### src/rtl/core/kfct_ram.sv
// Simple dual-port synchronous RAM with a registered read port.
module kfct_ram #(
  parameter int unsigned Width = 32,
  parameter int unsigned Depth = 64,
  localparam int unsigned AddrW = $clog2(Depth)
) (
  input  logic             clk_i,
  input  logic             we_i,
  input  logic [AddrW-1:0] waddr_i,
  input  logic [Width-1:0] wdata_i,
  input  logic             re_i,
  input  logic [AddrW-1:0] raddr_i,
  output logic [Width-1:0] rdata_o
);

  logic [Width-1:0] mem_q [Depth];
  logic [Width-1:0] rdata_q;

  always_ff @(posedge clk_i) begin
    if (we_i) begin
      mem_q[waddr_i] <= wdata_i;
    end
  end

  // Read data holds between reads.
  always_ff @(posedge clk_i) begin
    if (re_i) begin
      rdata_q <= mem_q[raddr_i];
    end
  end

  assign rdata_o = rdata_q;

endmodule

### config.mk
export PLATFORM = sky130hd
export DESIGN_NAME = kfct_ram
export DESIGN_NICKNAME = d
export VERILOG_FILES = /design/src/rtl/core/kfct_ram.sv
export SDC_FILE = /design/constraint.sdc
export NUM_CORES = 2
export LEC_CHECK = 0
export BUFFER_PORTS_ARGS = -buffer_cell sky130_fd_sc_hd__buf_4
export CORE_UTILIZATION = 60
export CTS_CLUSTER_SIZE = 24
export DETAILED_ROUTE_END_ITERATION = 8
export PLACE_DENSITY = 0.78
export SETUP_SLACK_MARGIN = 0.15
export SYNTH_ARGS = -nofsm -noshare
export SYNTH_HDL_FRONTEND = slang
export SYNTH_SLANG_ARGS = --single-unit
### constraint.sdc
create_clock -name clk_i -period 4.6 [get_ports clk_i]
set_clock_uncertainty 0.05 [all_clocks]
set_input_delay 0.23 -clock clk_i [delete_from_list [all_inputs] [get_ports clk_i]]
set_output_delay 0.23 -clock clk_i [all_outputs]
set_load 0.02 [all_outputs]
==> metrics.cfg <==
[outcome]
status = completed

[pwr]
power_frac_seq_pct = 53.9
finalPower_mw = 39.2
switching_share_pct = 21.3
p_clk_share_pct = 41.0
p_leak_nw = 27.8
p_int_mw = 30.8
powerDensity_nw_per_um2 = 439
power_frac_comb_pct = 5.2
power.switching_mw = 8.33
ir_drop_uv = 340

[clock_network]
clock_sinks = 2080
clkLatencyLatePin_ps = 830
numCtsBuffers = 194
clockBufferDepth = 3
h-tree-depth = 4
cts_tree = built
cts_resized = 0
cts.clk_slew.worst_paths_ps = 70
root_buffer = clkbuf_16
post-cts-setup-buffer-count = 0

[floorplan]
core.rowCount = 132
die_area_sq_um = 133000
die_x_microns = 364
core_area_sq_um = 130000
pin_count = 79
initial_utilization_pct = 60.7
fp.dieH_microns = 364

[routing]
drt_iter0_drc = 6427
ant_nets = 0
num_vias = 39100
drt-total-wl_microns = 208000
drc = 0
avgViaCountPerCell = 7.11
dr.pass1.iters = 6
wl_per_cell_microns = 37.8

[worst_setup_path]
crit_end = rdata_o[12]
r2r_cells = 4
worst_ep_arrival_time_ps = 3430
rr_startpoint = mem_q[57][26]
critical_path.cell_chain = buf_8, buf_4, buf_4, mux4_2, mux4_2, o22ai_1, nor2_1
required_ps = 5080
r2r_slack_ps = 1940
cp-end-kind = register
cp-startpoint = raddr_i[1]
r2r_end = rdata_o[26]
cpPeakStageDelay_ps = 740
critical_path.slowest_cell = o22ai_1
worstPathMaxFanout = 74
start_kind = primary input
crit_type = in2reg

[synthesis]
syn-cell-area_sq_um = 78800
synth_area_leaders = edfxtp_1 (79%), mux4_2 (16%), mux2i_1 (1.2%), o22ai_1 (0.67%), nor2_1 (0.65%)
synth_nets = 3371
yosys_warnings = 0
synthCells = 3324
synth-seq-cells = 2080
synth.top_cell.area_share_pct = 79.2
synth_sequential_area_ratio_pct = 79.2
ys_types = 33
avgSynthCellArea_sq_um = 23.7
synth_area_leader_cell = edfxtp_1

[sta]
fin_crit_ps = 2950
worst_slew_pin_slew_ps = 1230
setup_viol = 0
drv_slew = 0
hold_ws_ps = 94.9
tns_ps = 0
fin_crit_sh_pct = 64.1
rsz0062_at_grt = no
relSlewSlack_pct = 17.6
finalHoldViolCount = 0
fmax_ghz = 0.339

[global_route]
grt-ovfl-total = 0
grt_usage_pct = 32.1
grt_max_degree = 81
grt_antenna_before_repair = 13
grt_pass1_wl_microns = 293000
grt_pass1_vias = 39700

[placed_design]
placed_cells = 5113
io_buffers = 78
gp_congestion = 0.837
hpwl_microns = 112000

[flow_run]
maxCapViolations = 0

[layout]
final_layout_size_suffix_gt1_share_pct = 29.6
regArea_sq_um = 62500
final_cell_count_no_fill = 5500
fin_nets = 3647
multi_input_area_sq_um = 16000
insertedDiodeCount = 0
final_cell_mix = edfxtp_1 (2080), mux4_2 (544), buf_4 (206), clkbuf_16 (200), mux2i_1 (93)
fillers = 7300
layout_commonest_cell = edfxtp_1
area_growth_pct = 13.2

[hold_path]
min_path_type = in2reg

## how the worst min path moves through the flow
| stage | depth (start not counted) | to | start |
|---|---|---|---|
| global route | 4 | rdata_o[18] | raddr_i[5] |
| detailed placement | 1 | rdata_o[5] | rdata_o[5] |
| floorplan | 0 | mem_q[0][0] | wdata_i[0] |
| CTS | 4 | rdata_o[18] | raddr_i[5] |
| finish | 4 | rdata_o[18] | raddr_i[5] |
| global placement | 1 | rdata_o[5] | rdata_o[5] |
## critical path, delay by kind of cell
family,cells,cell delay (ps)
buffers and inverters,3,1310
muxes,2,870
AOI/OAI and AO/OA,1,740
and+or+nand+nor,1,120
## Yosys cell counts
cell      count
edfxtp_1   2080
mux4_2      544
nor2_1      137
mux2i_1      93
o22ai_1      84
clkbuf_1     74
a21oi_1      62
buf_2        57
o221ai_1     27
nand2_1      26
buf_4        25
buf_1        21
nor2b_1      15
a22oi_1      12
a311oi_1      8
nand2b_1      8
nor3_1        7
buf_6         5
nand3_1       5
nand3b_1      5
a41o_1        4
and3_1        4
o32ai_1       4
or3_1         3
or3b_2        3
and2_1        2
nand4_1       2
or3b_1        2
a31oi_1       1
nand4b_1      1
or2_0         1
or2_1         1
or2_2         1
## metrics by stage
stage,area (sq um),util [%],setup slack [ps]
6_report,89200,68.6,1650
2_1_floorplan,78800,-,1160
3_5_place_dp,82600,63.5,846
5_1_grt,89200,68.6,1590
3_3_place_gp,82600,63.5,894
4_1_cts,89200,68.6,1660
## registers in the layout, summed over array words and instances (netlist names)
signal / flops
rdata_o: 32
mem_q: 2048
## logic make-up after synthesis
kind of cell / synth area share [%]
multiplexers: 16.7
flip-flops: 79.2
AND/OR/NAND/NOR: 1.26
buffers and inverters: 1.12
AO/OA/AOI/OAI: 1.67
## cell type report
cell class                      instances  share of cell area (%)
Sequential cell                      2080                    70.0
Multi-Input combinational cell       1062                    17.9
Clock buffer                          239                    5.77
Timing Repair Buffer                  262                    2.60
Tap cell                             1742                    2.44
Clock inverter                        115                    1.26
## per-layer routing
layer  part of all wire, %  wire [microns]  GRT usage (%)  vias to the layer above
met2                    48           99200           50.3                     3269
met4                   5.5           11400           15.7                       16
met1                    34           70600           42.9                    20300
met5                 0.056             116              0                        -
li1                      -               -              -                    14800
met3                    13           26400           7.89                      629
## power by group through the flow
stage	combinational, mW	sequential [mW]	clock, mW
after global placement	1.90	21.5	0
after CTS	2.00	21.1	16.1
after floorplan	1.02	21.5	0
after detailed placement	1.94	21.5	0
after global routing	2.08	21.1	16.8
final	2.02	21.1	16.0
## what timing repair did
action,4_1_cts,5_1_grt
hold endpoints to repair,2029,0
endpoints found under the setup margin,0,0
hold buffers,33,0
(Power assumes the default switching activity.)
