**src/rtl/core/kfct_pkg.sv**
```systemverilog
// Shared constants, codes and interface types of the keyed flow counter table.
package kfct_pkg;

  localparam int unsigned TABLE_ENTRIES = 64;
  localparam int unsigned TABLE_AW      = $clog2(TABLE_ENTRIES);
  localparam int unsigned KEY_W         = 32;
  localparam int unsigned LEN_W         = 16;
  localparam int unsigned CNT_W         = 64;
  localparam int unsigned KEY_WORD_W    = KEY_W + 1;
  localparam int unsigned CNT_WORD_W    = 2 * CNT_W;

  typedef enum logic [1:0] {
    OP_COUNT  = 2'd0,
    OP_ADD    = 2'd1,
    OP_REMOVE = 2'd2
  } op_e;

  typedef enum logic [1:0] {
    STS_OK           = 2'd0,
    STS_KEY_CONFLICT = 2'd1,
    STS_FULL         = 2'd2,
    STS_NOT_COUNTED  = 2'd3
  } status_e;

  typedef enum logic [2:0] {
    ST_CLEAR,
    ST_IDLE,
    ST_SCAN,
    ST_SCAN_END,
    ST_DECIDE,
    ST_UPDATE
  } state_e;

  // Key memory word: valid flag on top of the counter id.
  typedef struct packed {
    logic                  we;
    logic [TABLE_AW-1:0]   waddr;
    logic [KEY_WORD_W-1:0] wdata;
    logic                  re;
    logic [TABLE_AW-1:0]   raddr;
  } key_req_t;

  // Counter memory word: packet count above byte count.
  typedef struct packed {
    logic                  we;
    logic [TABLE_AW-1:0]   waddr;
    logic [CNT_WORD_W-1:0] wdata;
    logic                  re;
    logic [TABLE_AW-1:0]   raddr;
  } cnt_req_t;

  typedef struct packed {
    logic             valid;
    status_e          status;
    logic [CNT_W-1:0] packets;
    logic [CNT_W-1:0] bytes;
  } res_t;

endpackage

```
**src/rtl/core/kfct_ctrl.sv**
```systemverilog
// Sequencer of the counter table: clearing pass, key scan and counter update.
module kfct_ctrl import kfct_pkg::*; (
  input  logic                  clk_i,
  input  logic                  rst_ni,
  input  logic                  in_valid_i,
  output logic                  in_stall_o,
  input  logic [1:0]            operation_i,
  input  logic [KEY_W-1:0]      counter_id_i,
  input  logic [LEN_W-1:0]      packet_length_i,
  input  logic                  require_existing_i,
  input  logic                  out_free_i,
  output key_req_t              key_req_o,
  input  logic [KEY_WORD_W-1:0] key_rdata_i,
  output cnt_req_t              cnt_req_o,
  input  logic [CNT_WORD_W-1:0] cnt_rdata_i,
  output res_t                  res_o
);

  localparam logic [TABLE_AW-1:0] LastAddr = TABLE_AW'(TABLE_ENTRIES - 1);

  state_e              state_q, state_d;
  logic [TABLE_AW-1:0] scan_addr_q;
  logic [TABLE_AW-1:0] cmp_addr_q;
  logic                rd_pend_q;
  logic                hit_q;
  logic                free_found_q;
  logic [TABLE_AW-1:0] hit_slot_q;
  logic [TABLE_AW-1:0] free_slot_q;
  logic [1:0]          op_q;
  logic [KEY_W-1:0]    key_q;
  logic [LEN_W-1:0]    len_q;

  logic             accept;
  logic             ent_match;
  logic             ent_empty;
  logic [CNT_W-1:0] pk_inc;
  logic [CNT_W-1:0] by_inc;
  logic [CNT_W-1:0] len_ext;

  assign accept    = in_valid_i && (state_q == ST_IDLE);
  assign ent_match = rd_pend_q && key_rdata_i[KEY_W] && (key_rdata_i[KEY_W-1:0] == key_q);
  assign ent_empty = rd_pend_q && !key_rdata_i[KEY_W];
  assign len_ext   = {{(CNT_W - LEN_W){1'b0}}, len_q};
  assign pk_inc    = cnt_rdata_i[CNT_WORD_W-1:CNT_W] + CNT_W'(1);
  assign by_inc    = cnt_rdata_i[CNT_W-1:0] + len_ext;

  always_comb begin
    state_d = state_q;
    unique case (state_q)
      ST_CLEAR: begin
        if (scan_addr_q == LastAddr) begin
          state_d = ST_IDLE;
        end
      end
      ST_IDLE: begin
        if (accept) begin
          state_d = ST_SCAN;
        end
      end
      ST_SCAN: begin
        if (scan_addr_q == LastAddr) begin
          state_d = ST_SCAN_END;
        end
      end
      ST_SCAN_END: state_d = ST_DECIDE;
      ST_DECIDE:   state_d = ST_UPDATE;
      ST_UPDATE: begin
        if (out_free_i) begin
          state_d = ST_IDLE;
        end
      end
      default: state_d = ST_IDLE;
    endcase
  end

  always_ff @(posedge clk_i or negedge rst_ni) begin
    if (!rst_ni) begin
      state_q      <= ST_CLEAR;
      scan_addr_q  <= '0;
      rd_pend_q    <= 1'b0;
      hit_q        <= 1'b0;
      free_found_q <= 1'b0;
    end else begin
      state_q   <= state_d;
      rd_pend_q <= (state_q == ST_SCAN);
      if (state_q == ST_CLEAR || state_q == ST_SCAN) begin
        scan_addr_q <= (scan_addr_q == LastAddr) ? '0 : scan_addr_q + TABLE_AW'(1);
      end
      if (accept) begin
        hit_q        <= 1'b0;
        free_found_q <= 1'b0;
      end else begin
        if (ent_match) begin
          hit_q <= 1'b1;
        end
        if (ent_empty) begin
          free_found_q <= 1'b1;
        end
      end
    end
  end

  always_ff @(posedge clk_i) begin
    cmp_addr_q <= scan_addr_q;
    if (accept) begin
      op_q  <= operation_i;
      key_q <= counter_id_i;
      len_q <= packet_length_i;
    end
    if (ent_match) begin
      hit_slot_q <= cmp_addr_q;
    end
    // The scan runs upward, so the first empty entry seen is the lowest one.
    if (ent_empty && !free_found_q) begin
      free_slot_q <= cmp_addr_q;
    end
  end

  always_comb begin
    in_stall_o = (state_q != ST_IDLE);
    key_req_o  = '0;
    cnt_req_o  = '0;
    res_o      = '0;
    unique case (state_q)
      ST_CLEAR: begin
        key_req_o.we    = 1'b1;
        key_req_o.waddr = scan_addr_q;
      end
      ST_SCAN: begin
        key_req_o.re    = 1'b1;
        key_req_o.raddr = scan_addr_q;
      end
      ST_DECIDE: begin
        cnt_req_o.re    = hit_q;
        cnt_req_o.raddr = hit_slot_q;
      end
      ST_UPDATE: begin
        if (out_free_i) begin
          res_o.valid = 1'b1;
          unique case (op_q)
            OP_COUNT: begin
              if (hit_q) begin
                cnt_req_o.we    = 1'b1;
                cnt_req_o.waddr = hit_slot_q;
                cnt_req_o.wdata = {pk_inc, by_inc};
                res_o.status    = STS_OK;
                res_o.packets   = pk_inc;
                res_o.bytes     = by_inc;
              end else if (require_existing_i) begin
                res_o.status = STS_NOT_COUNTED;
              end else if (free_found_q) begin
                key_req_o.we    = 1'b1;
                key_req_o.waddr = free_slot_q;
                key_req_o.wdata = {1'b1, key_q};
                cnt_req_o.we    = 1'b1;
                cnt_req_o.waddr = free_slot_q;
                cnt_req_o.wdata = {CNT_W'(1), len_ext};
                res_o.status    = STS_OK;
                res_o.packets   = CNT_W'(1);
                res_o.bytes     = len_ext;
              end else begin
                res_o.status = STS_FULL;
              end
            end
            OP_ADD: begin
              if (hit_q) begin
                res_o.status = STS_KEY_CONFLICT;
              end else if (free_found_q) begin
                key_req_o.we    = 1'b1;
                key_req_o.waddr = free_slot_q;
                key_req_o.wdata = {1'b1, key_q};
                cnt_req_o.we    = 1'b1;
                cnt_req_o.waddr = free_slot_q;
                res_o.status    = STS_OK;
              end else begin
                res_o.status = STS_FULL;
              end
            end
            OP_REMOVE: begin
              if (hit_q) begin
                key_req_o.we    = 1'b1;
                key_req_o.waddr = hit_slot_q;
                key_req_o.wdata = {1'b0, key_q};
                res_o.status    = STS_OK;
                res_o.packets   = cnt_rdata_i[CNT_WORD_W-1:CNT_W];
                res_o.bytes     = cnt_rdata_i[CNT_W-1:0];
              end else begin
                res_o.status = STS_KEY_CONFLICT;
              end
            end
            default: res_o.status = STS_NOT_COUNTED;
          endcase
        end
      end
      default: begin
      end
    endcase
  end

endmodule

```
**config.mk**
```make
export PLATFORM = sky130hd
export DESIGN_NAME = kfct_ctrl
export DESIGN_NICKNAME = d
export VERILOG_FILES = /design/src/rtl/core/kfct_pkg.sv /design/src/rtl/core/kfct_ctrl.sv
export SDC_FILE = /design/constraint.sdc
export NUM_CORES = 1
export LEC_CHECK = 0
export ABC_AREA = 1
export BUFFER_PORTS_ARGS = -buffer_cell sky130_fd_sc_hd__buf_2
export CORE_AREA = 2 2 207 209
export DETAILED_ROUTE_END_ITERATION = 16
export DIE_AREA = 0 0 209 211
export PLACE_DENSITY_LB_ADDON = 0.05
export RECOVER_POWER = 100
export SYNTH_ARGS = -nofsm -noshare
export SYNTH_HDL_FRONTEND = slang
export SYNTH_SLANG_ARGS = --single-unit
```
**constraint.sdc**
```tcl
create_clock -name clk_i -period 7.58 [get_ports clk_i]
set_clock_uncertainty 0.1 [all_clocks]
set_input_delay 0.758 -clock clk_i [delete_from_list [all_inputs] [get_ports clk_i]]
set_output_delay 0.758 -clock clk_i [all_outputs]
set_load 0.005 [all_outputs]
```
==> summary.md, run 1 <==
| Metric | Value |
|---|---|
| Fill cell count | 5030 |
| Internal power | 1.04 mW |
| CTS Root Cell | clkbuf_16 |
| Syn_area_per_cell | roughly 5.4 um^2 |
| IO Port Bufs | between 500 and 600 |
| Status | finished with violations |
| Yosys cell types | 51 |
| Cell taking the most area after synthesis | nand2_1 |
| R2R Path End | key_q[1] |
| Count leader, synth | nand2_1 |
| Vias in the first global route | 14800 |
| Die area | 44100 um^2 |
| Via-per-instance ratio | between 4 and 5 |
| Total Routing Usage GR | 0.264 |
| Routed wire length | around 61 mm |
| Worst reg2reg startpoint | state_q[0] |
| Post-Syn Nets | roughly 2400 |
| RSZ-0062 raised after global routing | false |
| Layout overhead on the synthesized area | 27.0% |
| #FFs+latches synth | 80 |
| Initial antenna violation count | 6 |
| CP max stage delay | between 1000 and 1500 ps |
| Layout cells sized above 1 | 0.146 |
| Ranking of synthesized cells by area | nand2_1, edfxtp_1, nor2_1, inv_1, nand3_1 |
| YS warnings | 0 |
| Final Hold Fails | 0 |
| First-pass GRT wire length | 89.2 mm |
| FF-to-FF setup slack | 3580 ps |
| GP Congestion | a little under 1 |
| Synth Flop Type | edfxtp_1 |
| Final setup TNS | 0 ps |
| VDD IR-drop max | between 0.1 and 0.15 mV |
| Hold EP | cmp_addr_q[5] |
| Startpoint Class | flop |
| Detailed-route via count | 15800 |
| Final non-filler cell area | 14700 um^2 |
| Hold Path Depth | 0 |
| Sequential area share after synthesis | 0.197 |
| Worst-Margin Slew | roughly 2500 ps |
| Area share of the largest cell type after synthesis | 0.192 |
| Rel. slew slack | -0.644 |
| Worst-case reg-to-reg path depth | 5 |
| Clk pwr share | 0.241 |
| Crit-path slowest cell | nor2_1 |
| P_leak | roughly 6.4 nW |
| Largest net degree at the start of global routing | 77 |
| # clock sinks | 80 |
| Switching portion of total power | 0.425 |
| Final setup viols | 0 |
| Count of pins over their slew limit | about 120 |
| H-tree depth | 3 |
| 1st-iter DRT viols | approximately 1400 |
| Clock Path Buffers | 2 |
| Total global routing overflow | 0 |
| CTS Buf Count | 9 |
| Pwr dens | between 100 and 150 nW/um^2 |
| Syn Inst Count | between 2000 and 2500 |
| Die width | ~210 um |
| CP Cell Sequence | inv_1, and3_1, inv_1, nor2_1, inv_4, nor2_1, inv_4, clkbuf_2, a21oi_1, clkbuf_2 |
| TritonCTS clock tree | done |
| CTS resizes | 0 |
| Layout Nets | approximately 2900 |
| Post-synth top cells | nand2_1, nor2_1, inv_1 |
| Hpwl dp | between 50 and 60 mm |
| Drt first pass iters | 6 |
| Type of the most critical hold path | reg2reg |
| Net Sw Power | 0.767 mW |
| Comb power frac | 0.402 |
| Min cycle time layout | just under 6000 ps |
| EDFF count, synth | between 60 and 70 |
| IO Pins | ~540 |
| Mapped cell area | about 12000 um^2 |
| Worst-Skew Late Latency | about 350 ps |
| Routed len/inst | ~19 um |
| Dpl cell area | between 10000 and 15000 um^2 |
| Core area | approximately 42000 um^2 |
| Req. time, crit path | between 6000 and 7000 ps |
| Reg clk slew, reported paths | around 60 ps |
| Fmax | approximately 170 MHz |
| Initial core utilization | 0.277 |
| CP max FO | 75 |
| Row cnt | between 70 and 80 |
| Die Ht | 211 um |
| Critical Path AT | a little over 5000 ps |
| Crit. End Element | primary output |
| Worst Hold Launch | scan_addr_q[5] |
| # hold bufs at CTS | 0 |
| Sequential cell fraction of total power | 0.357 |
| Crit share post-route | 0.785 |
| DRC | 0 |
| Failing checks | max-capacitance violations, max-slew violations |
| Post-route ant nets | 0 |
| Post-CTS Setup Bufs | 0 |
| Async S/R FF share, synth | 0.150 |
| Setup Crit Path Kind | reg2out |
| Max-cap viol count | 4 |
flip-flops by register name, summed over array words and instances (netlist names):
register      cells
free_found_q      1
free_slot_q       6
hit_q             1
hit_slot_q        6
rd_pend_q         1
cmp_addr_q        6
op_q              2
state_q           3
scan_addr_q       6
key_q            32
len_q            16
worst max-delay path: cells and delay by family, from the launching register on:
kind | cells | cell delay, ps
flip-flops | 1 | 410
AND/OR/NAND/NOR | 3 | 1670
buffers and inverters | 6 | 2120
AO/OA/AOI/OAI | 1 | 460
worst max-delay path by stage:
stage / start / end / cells past startpoint
after global routing: state_q[1] / res_o[53] / 10
after global placement: hit_q / res_o[75] / 8
final: state_q[1] / res_o[53] / 10
after floorplan: in_valid_i / key_q[0] / 2
after CTS: hit_q / res_o[75] / 8
after detailed placement: hit_q / res_o[75] / 8
cell families after synthesis:
logic type | synth area share
buffers and inverters | 0.131
xor gates and xnor gates | 0.00985
AOI/OAI and AO/OA | 0.119
and+or+nand+nor | 0.522
DFF | 0.197
adders and majority gates | 0.0212
routing by layer:
metal | up-vias | part of all wire | track usage
li1 | 7858 | - | -
met1 | 7269 | 0.45 | 0.353
met2 | 619 | 0.47 | 0.442
met3 | 75 | 0.061 | 0.0349
met4 | 2 | 0.024 | 0.0825
met5 | - | 0.00026 | 0
cell usage in the layout, fill, tap and decap left out, drive strengths merged, types with 8 or more instances in the layout:
cell	n
nand4	73
nand3b	16
xor2	9
or2	21
nand3	187
dfrtp	12
o22ai	12
buf	241
a21oi	177
nor3	71
nor2	382
edfxtp	62
inv	329
nor4	8
o21ai	43
nand2	599
clkbuf	316
ha	18
power by group through the flow:
stage               Combinational [mW]  Clock, mW  Sequential [mW]
floorplan                        0.437          0            0.631
global placement                 0.735          0            0.645
detailed placement               0.734          0            0.649
CTS                              0.738      0.446            0.640
global route                     0.813      0.459            0.654
finish                           0.724      0.435            0.643
stage by stage:
step	util	hold slack (ps)	setup slack [ps]	cells	power, mW
2_1_floorplan	-	247	4080	2127	1.07
3_3_place_gp	0.353	258	3210	3148	1.38
3_5_place_dp	0.353	259	3150	3148	1.38
4_1_cts	0.360	186	2750	3164	1.82
5_1_grt	0.351	288	1320	3167	1.93
6_report	0.351	277	1630	3169	1.80
cell type report:
cell class | count | area [um^2] | area share
clock buffer | 12 | 258 | 0.0176
tap | 539 | 674 | 0.0460
antenna | 5 | 12.5 | 0.000853
multi-input combinational | 1655 | 7740 | 0.527
clock inverter | 4 | 28.8 | 0.00196
timing repair buffer | 545 | 2440 | 0.166
sequential | 80 | 2280 | 0.156
inverter | 329 | 1240 | 0.0845
(Power assumes the default switching activity.)
==> inputs of run 2 (changes only) <==
Settings changed: ABC_AREA 1 to 0, CORE_AREA 2 2 207 209 to 2 2 211 213, DIE_AREA 0 0 209 211 to 0 0 213 215.
Clock period 7.58 ns to 4.8 ns, I/O delays scaled along.
==> summary.md, run 2 <==
| Metric | Value |
|---|---|
| Crit-path slowest cell | or4b_1 |
| Post-CTS Setup Bufs | 0 (unchanged) |
| Clock Path Buffers | 2 (unchanged) |
| Commonest cells after routing, fill and taps aside | nor2_1, buf_2, clkbuf_1 |
| Initial antenna violation count | 7 (+1) |
| DRC | 0 (unchanged) |
| Detailed-route via count | 12500 (-21%) |
| Startpoint Class | flop |
| Syn Inst Count | 1440 (-32%) |
| Async S/R FF share, synth | 0.150 (unchanged) |
| 1st-iter DRT viols | 723 (-48%) |
| Setup Crit Path Kind | reg2out |
| Critical Path AT | 3760 ps (-1330 ps) |
| Reg clk slew, reported paths | 70 ps (about the same) |
| #FFs+latches synth | 80 (unchanged) |
| Worst-Margin Slew | 1960 ps (-508 ps) |
| VDD IR-drop max | 0.238 mV (+64%) |
| Final setup viols | 0 (unchanged) |
| Post-route ant nets | 0 (unchanged) |
| First-pass GRT wire length | 77.3 mm (-13%) |
| Routed len/inst | 21.3 um (+11%) |
| Placed cells | 2498 (-21%) |
| Max-cap viol count | 1 (-3) |
| Sequential area share after synthesis | 0.222 (+0.0247) |
| Final Hold Fails | 0 (unchanged) |
| H-tree depth | 3 (unchanged) |
| Syn_area_per_cell | 7.13 um^2 (+31%) |
| Crit-path most repeated cell | o21ai_0 |
| Crit share post-route | 0.904 |
| CTS Root Cell | clkbuf_16 |
| Fin util | 0.307 (-0.0443) |
| TritonCTS clock tree | done |
| Vias in the first global route | 12100 (-18%) |
| IO Pins | 537 (unchanged) |
| Mapped cell area | 10300 um^2 (-11%) |
| Final setup TNS | 0 ps (unchanged) |
| Initial core utilization | 0.235 (-0.0414) |
| Core area | 43600 um^2 (+4.5%) |
| Failing checks | max-capacitance violations, max-slew violations |
| Count of pins over their slew limit | 35 (-71%) |
| Via-per-instance ratio | 4.95 (-0.90%) |
| Cell taking the most area after synthesis | edfxtp_1 |
| Final non-filler cell total | 2519 (-21%) |
| Die Ht | 215 um (+1.9%) |
| RSZ-0062 raised after global routing | false |
| Count leader, synth | nor2_1 |
| Area share of the largest cell type after synthesis | 0.181 (-0.0107) |
| Min cycle time layout | about 4300 ps |
| Max reg flops | 32 (unchanged) |
| WHS | 190 ps (-86.8 ps) |
| Pwr dens | 132 nW/um^2 (+7.7%) |
| Hpwl dp | 43.3 mm (-14%) |
| Row cnt | 77 (+2.7%) |
| Routed wire length | 53.5 mm (-12%) |
| Dpl cell area | 13500 um^2 (-8.4%) |
| Die area | 45800 um^2 (+3.8%) |
| P_leak | 4.80 nW (-25%) |
| Commonest non-fill, non-tap cell in the layout | nor2_1 |
| CP max FO | 34 (-55%) |
| Total global routing overflow | 0 (unchanged) |
| Type of the most critical hold path | in2reg |
| Layout Nets | 2153 (-25%) |
| CTS Buf Count | 9 (unchanged) |
| Final non-filler cell area | 13400 um^2 (-8.7%) |
| Yosys cell types | 66 (+29%) |
| YS warnings | 0 (unchanged) |
| CP Cell Sequence | ha_1, o21ai_0, nor2b_1, or4b_1, a21boi_4, clkbuf_2, o21ai_0, xor2_1, nor2_1, clkbuf_1 |
| Largest registers | key_q x32, len_q x16 |
| Status | finished with violations |
| Post-synth top cells | nor2_1, xor2_1, nand2_1 |
| IO Port Bufs | 536 (unchanged) |
| Rel. slew slack | -0.305 (+0.339) |
| Crit. End Element | primary output |
| Ranking of synthesized cells by area | edfxtp_1, xor2_1, nor2_1, xnor2_1, nand2_1 |
| Most flops, register | key_q |
| Dpl ws | 788 ps (-2360 ps) |
| Synth Flop Type | edfxtp_1 |
| CP max stage delay | 610 ps (-660 ps) |
| Layout cells sized above 1 | 0.187 (+0.0417) |
| Worst-Skew Late Latency | 360 ps (about the same) |
| Drt first pass iters | 5 (-1) |
| Overall Power | 1.77 mW (-1.6%) |
| Fmax | between 200 and 250 MHz |
| Largest net degree at the start of global routing | 64 (-17%) |
| Total Routing Usage GR | 0.223 (-0.0413) |
| EDFF count, synth | 62 (unchanged) |
| Setup ws final | 459 ps (-1170 ps) |
| # clock sinks | 80 (unchanged) |
| GP Congestion | 0.874 (-9.1%) |
| Layout overhead on the synthesized area | 30.5% |
| Post-Syn Nets | 1675 (-29%) |
| Req. time, crit path | 4220 ps (-2500 ps) |
| Die width | 213 um (+1.9%) |
## run 2: cell type report
cell class              count  area, um^2
diodes                      4        10.0
clock buffers              11         233
clock inverters             5        31.3
fillers                  5017       30200
inverters                  20        75.1
multi-input cells        1247        7480
flip-flops and latches     80        2280
well taps                 592         741
repair buffers            560        2550
## run 2: kinds of logic (layout without fill, tap and decap cells)
group	Yosys count	count (layout)	synth area share
XOR/XNOR	208	208	0.177
multiplexers	2	2	0.00207
adder cells (fa/ha/maj)	19	19	0.0239
AND/OR/NAND/NOR	727	727	0.354
other	0	4	0
flip-flops	80	80	0.222
AO/OA/AOI/OAI	291	291	0.174
buffers and inverters	113	596	0.0465
## run 2: worst max-delay path: cells and delay by family, from the launching register on
family / cells / cell delay (ps)
and+or+nand+nor: 3 / 910
AOI/OAI and AO/OA: 3 / 760
buffers and inverters: 2 / 720
adders and majority gates: 1 / 410
DFF: 1 / 400
xor gates and xnor gates: 1 / 190
## run 2: worst paths after layout
check                                    start             to  slack (ps)  depth (start not counted)
hold / removal             packet_length_i[10]      len_q[10]         190                          1
min in group asynchronous               rst_ni     state_q[0]         610                          2
setup / recovery                      len_q[6]  cnt_req_o[48]         460                         10
max in group asynchronous               rst_ni      rd_pend_q        3520                          2
hold reg to reg                  cmp_addr_q[1]  hit_slot_q[1]         330                          0
setup reg to reg                    state_q[2]      key_q[30]        1170                          5
## run 2: per-layer routing
layer / GRT usage / wire length (um)
met5: 0 / 34
met4: 0.0685 / 1400
met1: 0.273 / 22400
met3: 0.0532 / 4230
met2: 0.382 / 25500
## run 2: timing repair
item,4_1_cts,5_1_grt
gates resized for setup,0,0
hold endpoints to repair,12,0
hold buffers,1,0
## run 2: report_power, final
part | internal [mW] | switching (mW)
logic | 0.151 | 0.229
clock network | 0.351 | 0.298
registers | 0.744 | 0
total | 1.25 | 0.527
==> inputs of run 3 (changes only) <==
Settings changed: CORE_AREA 2 2 211 213 to 2 2 207 209, DIE_AREA 0 0 213 215 to 0 0 209 211.
Clock period 4.8 ns to 4 ns, I/O delays scaled along.
==> summary.md, run 3 (synthesized netlist as in run 2, its figures left out) <==
| Metric | Value |
|---|---|
| Status | finished, final reports clean |
| Die width | 209 um (-1.9%) |
| Buf+Inv Stages, Crit Path | 2 (unchanged) |
| Initial antenna violation count | 9 (+2) |
| Worst-case reg-to-reg path depth | 5 (unchanged) |
| Drt first pass iters | 5 (unchanged) |
| Fin util | 0.326 (+0.0190) |
| Final setup viols | 0 (unchanged) |
| Largest net degree at the start of global routing | 77 (+20%) |
| Core area | 41800 um^2 (-4.3%) |
| Commonest cells after routing, fill and taps aside | nor2_1, buf_2, clkbuf_1 |
| FF-to-FF setup slack | 1080 ps (-90 ps) |
| Max reg flops | 32 (unchanged) |
| Min cycle time layout | around 3800 ps |
| Startpoint Class | flop |
| VDD IR-drop max | 0.238 mV (+0.31%) |
| Area of the multi-input gates | 7570 um^2 (+1.3%) |
| CTS Root Cell | clkbuf_16 |
| Crit-path slowest cell | or4b_4 |
| R2R Path End | len_q[4] |
| Setup Crit Path Kind | reg2out |
| Total Routing Usage GR | 0.221 (-0.00174) |
| Clock Path Buffers | 2 (unchanged) |
| Rel. slew slack | 0.130 (+0.434) |
| H-tree depth | 3 (unchanged) |
| Max-cap viol count | 0 (-1) |
| CTS Buf Count | 9 (unchanged) |
| Total global routing overflow | 0 (unchanged) |
| Layout overhead on the synthesized area | 32.6% |
| Die area | 44100 um^2 (-3.7%) |
| Crit. End Element | primary output |
| Critical Path AT | 3310 ps (-450 ps) |
| Row cnt | 75 (-2.6%) |
| Fill cell count | 4799 (-4.3%) |
| Count of pins over their slew limit | 0 (-100%) |
| Via-per-instance ratio | 5.04 (+1.8%) |
| Dpl ws | 255 ps (-533 ps) |
| Vias in the first global route | 12200 (+0.45%) |
| Worst reg2reg startpoint | state_q[2] |
| Layout Nets | 2168 (+0.70%) |
| TritonCTS clock tree | done |
| Hold Path Depth | 1 (unchanged) |
| Reg clk slew, reported paths | 70 ps (about the same) |
| Hpwl dp | 41.9 mm (-3.4%) |
| Largest registers | key_q x32, len_q x16 |
| Req. time, crit path | 3500 ps (-720 ps) |
| # clock sinks | 80 (unchanged) |
| First-pass GRT wire length | 75.5 mm (-2.4%) |
| Routed len/inst | 20.6 um (-2.9%) |
| GP Congestion | 0.906 (+3.6%) |
| Overall Power | 2.16 mW (+22%) |
| Worst Hold Launch | counter_id_i[6] |
| Final Hold Fails | 0 (unchanged) |
| Register area | 2280 um^2 (unchanged) |
| RSZ-0062 raised after global routing | false |
| Die Ht | 211 um (-1.9%) |
| Commonest non-fill, non-tap cell in the layout | nor2_1 |
| Family with the most delay on the worst path | compound AO/OA/AOI/OAI gates |
| Dpl cell area | 13600 um^2 (+0.42%) |
| Routed wire length | 51.2 mm (-4.3%) |
| CP max FO | 10 (-71%) |
| Worst-Skew Late Latency | 340 ps (-20 ps) |
| Worst-Margin Slew | 1300 ps (-653 ps) |
| Initial core utilization | 0.246 (+0.0106) |
| Hold EP | key_q[6] |
| CP max stage delay | 590 ps (-20 ps) |
| IO Pins | 537 (unchanged) |
| DRC | 0 (unchanged) |
| CP Cell Sequence | ha_2, o211a_1, a211oi_1, or4b_4, a21boi_4, buf_4, o211ai_1, xor2_1, nor2_1, clkbuf_2 |
| Most flops, register | key_q |
| Detailed-route via count | 12500 (+0.32%) |
| Pwr dens | 158 nW/um^2 (+20%) |
| 1st-iter DRT viols | 730 (+0.97%) |
| Crit share post-route | 0.953 |
| Final non-filler cell area | 13600 um^2 (+1.6%) |
| Type of the most critical hold path | in2reg |
| P_leak | 4.97 nW (+3.6%) |
| Fmax | around 260 MHz |
| Post-route ant nets | 0 (unchanged) |
| Final setup TNS | 0 ps (unchanged) |
| Setup ws final | 189 ps (-270 ps) |
| IO Port Bufs | 536 (unchanged) |
| Layout cells sized above 1 | 0.214 (+0.0264) |
## run 3: how the worst max path moves through the flow
stage | startpoint | endpoint | slack (ps) | cells after the start
after floorplan | cnt_rdata_i[0] | cnt_req_o[69] | 870 | 10
after global placement | cnt_rdata_i[0] | cnt_req_o[69] | 230 | 12
after detailed placement | cnt_rdata_i[0] | cnt_req_o[67] | 260 | 14
after CTS | len_q[0] | cnt_req_o[67] | 50 | 13
after global routing | len_q[4] | res_o[37] | 7 | 10
final | len_q[4] | res_o[19] | 190 | 10
## run 3: per-layer routing
| metal | GRT usage | vias to the layer above | part of all wire |
|---|---|---|---|
| li1 | - | 6099 | - |
| met3 | 0.0494 | 43 | 0.066 |
| met1 | 0.284 | 5930 | 0.44 |
| met4 | 0.0473 | 6 | 0.016 |
| met2 | 0.378 | 426 | 0.48 |
| met5 | 0 | - | 0.00080 |
## run 3: area by class of cell
class                      instances  share of cell area
timing repair buffer             575               0.199
clock buffer                      11              0.0181
multi-input combinational       1247               0.556
clock inverter                     5             0.00276
tap                              539              0.0495
inverter                          20             0.00551
sequential                        80               0.168
antenna                            6             0.00110
## run 3: report_power, final
part           leakage [nW]  internal, mW  switching (mW)
Sequential            0.751         0.893               0
Combinational          4.08         0.185           0.268
Clock                 0.144         0.450           0.360
Total                  4.97          1.53           0.628
## run 3: timing repair
| item | 4_1_cts | 5_1_grt |
|---|---|---|
| hold buffers | 1 | 0 |
| gates resized for setup | 0 | 11 |
| hold endpoints to repair | 12 | 0 |
| buffers inserted | 0 | 1 |
| endpoints found under the setup margin | 0 | 26 |
## run 3: per-stage QoR
step           std cells  hold slack [ps]
2_1_floorplan       1440             4.41
3_3_place_gp        2459              212
3_5_place_dp        2459              215
4_1_cts             2476              111
5_1_grt             2479              114
6_report            2483              127
## run 3: worst register-to-register path: stages (launching register included)
cell	delay (ps)
dfrtp_1	460
nand2b_1	210
nor2_1	150
nand2_1	100
inv_1	940
clkbuf_1	590
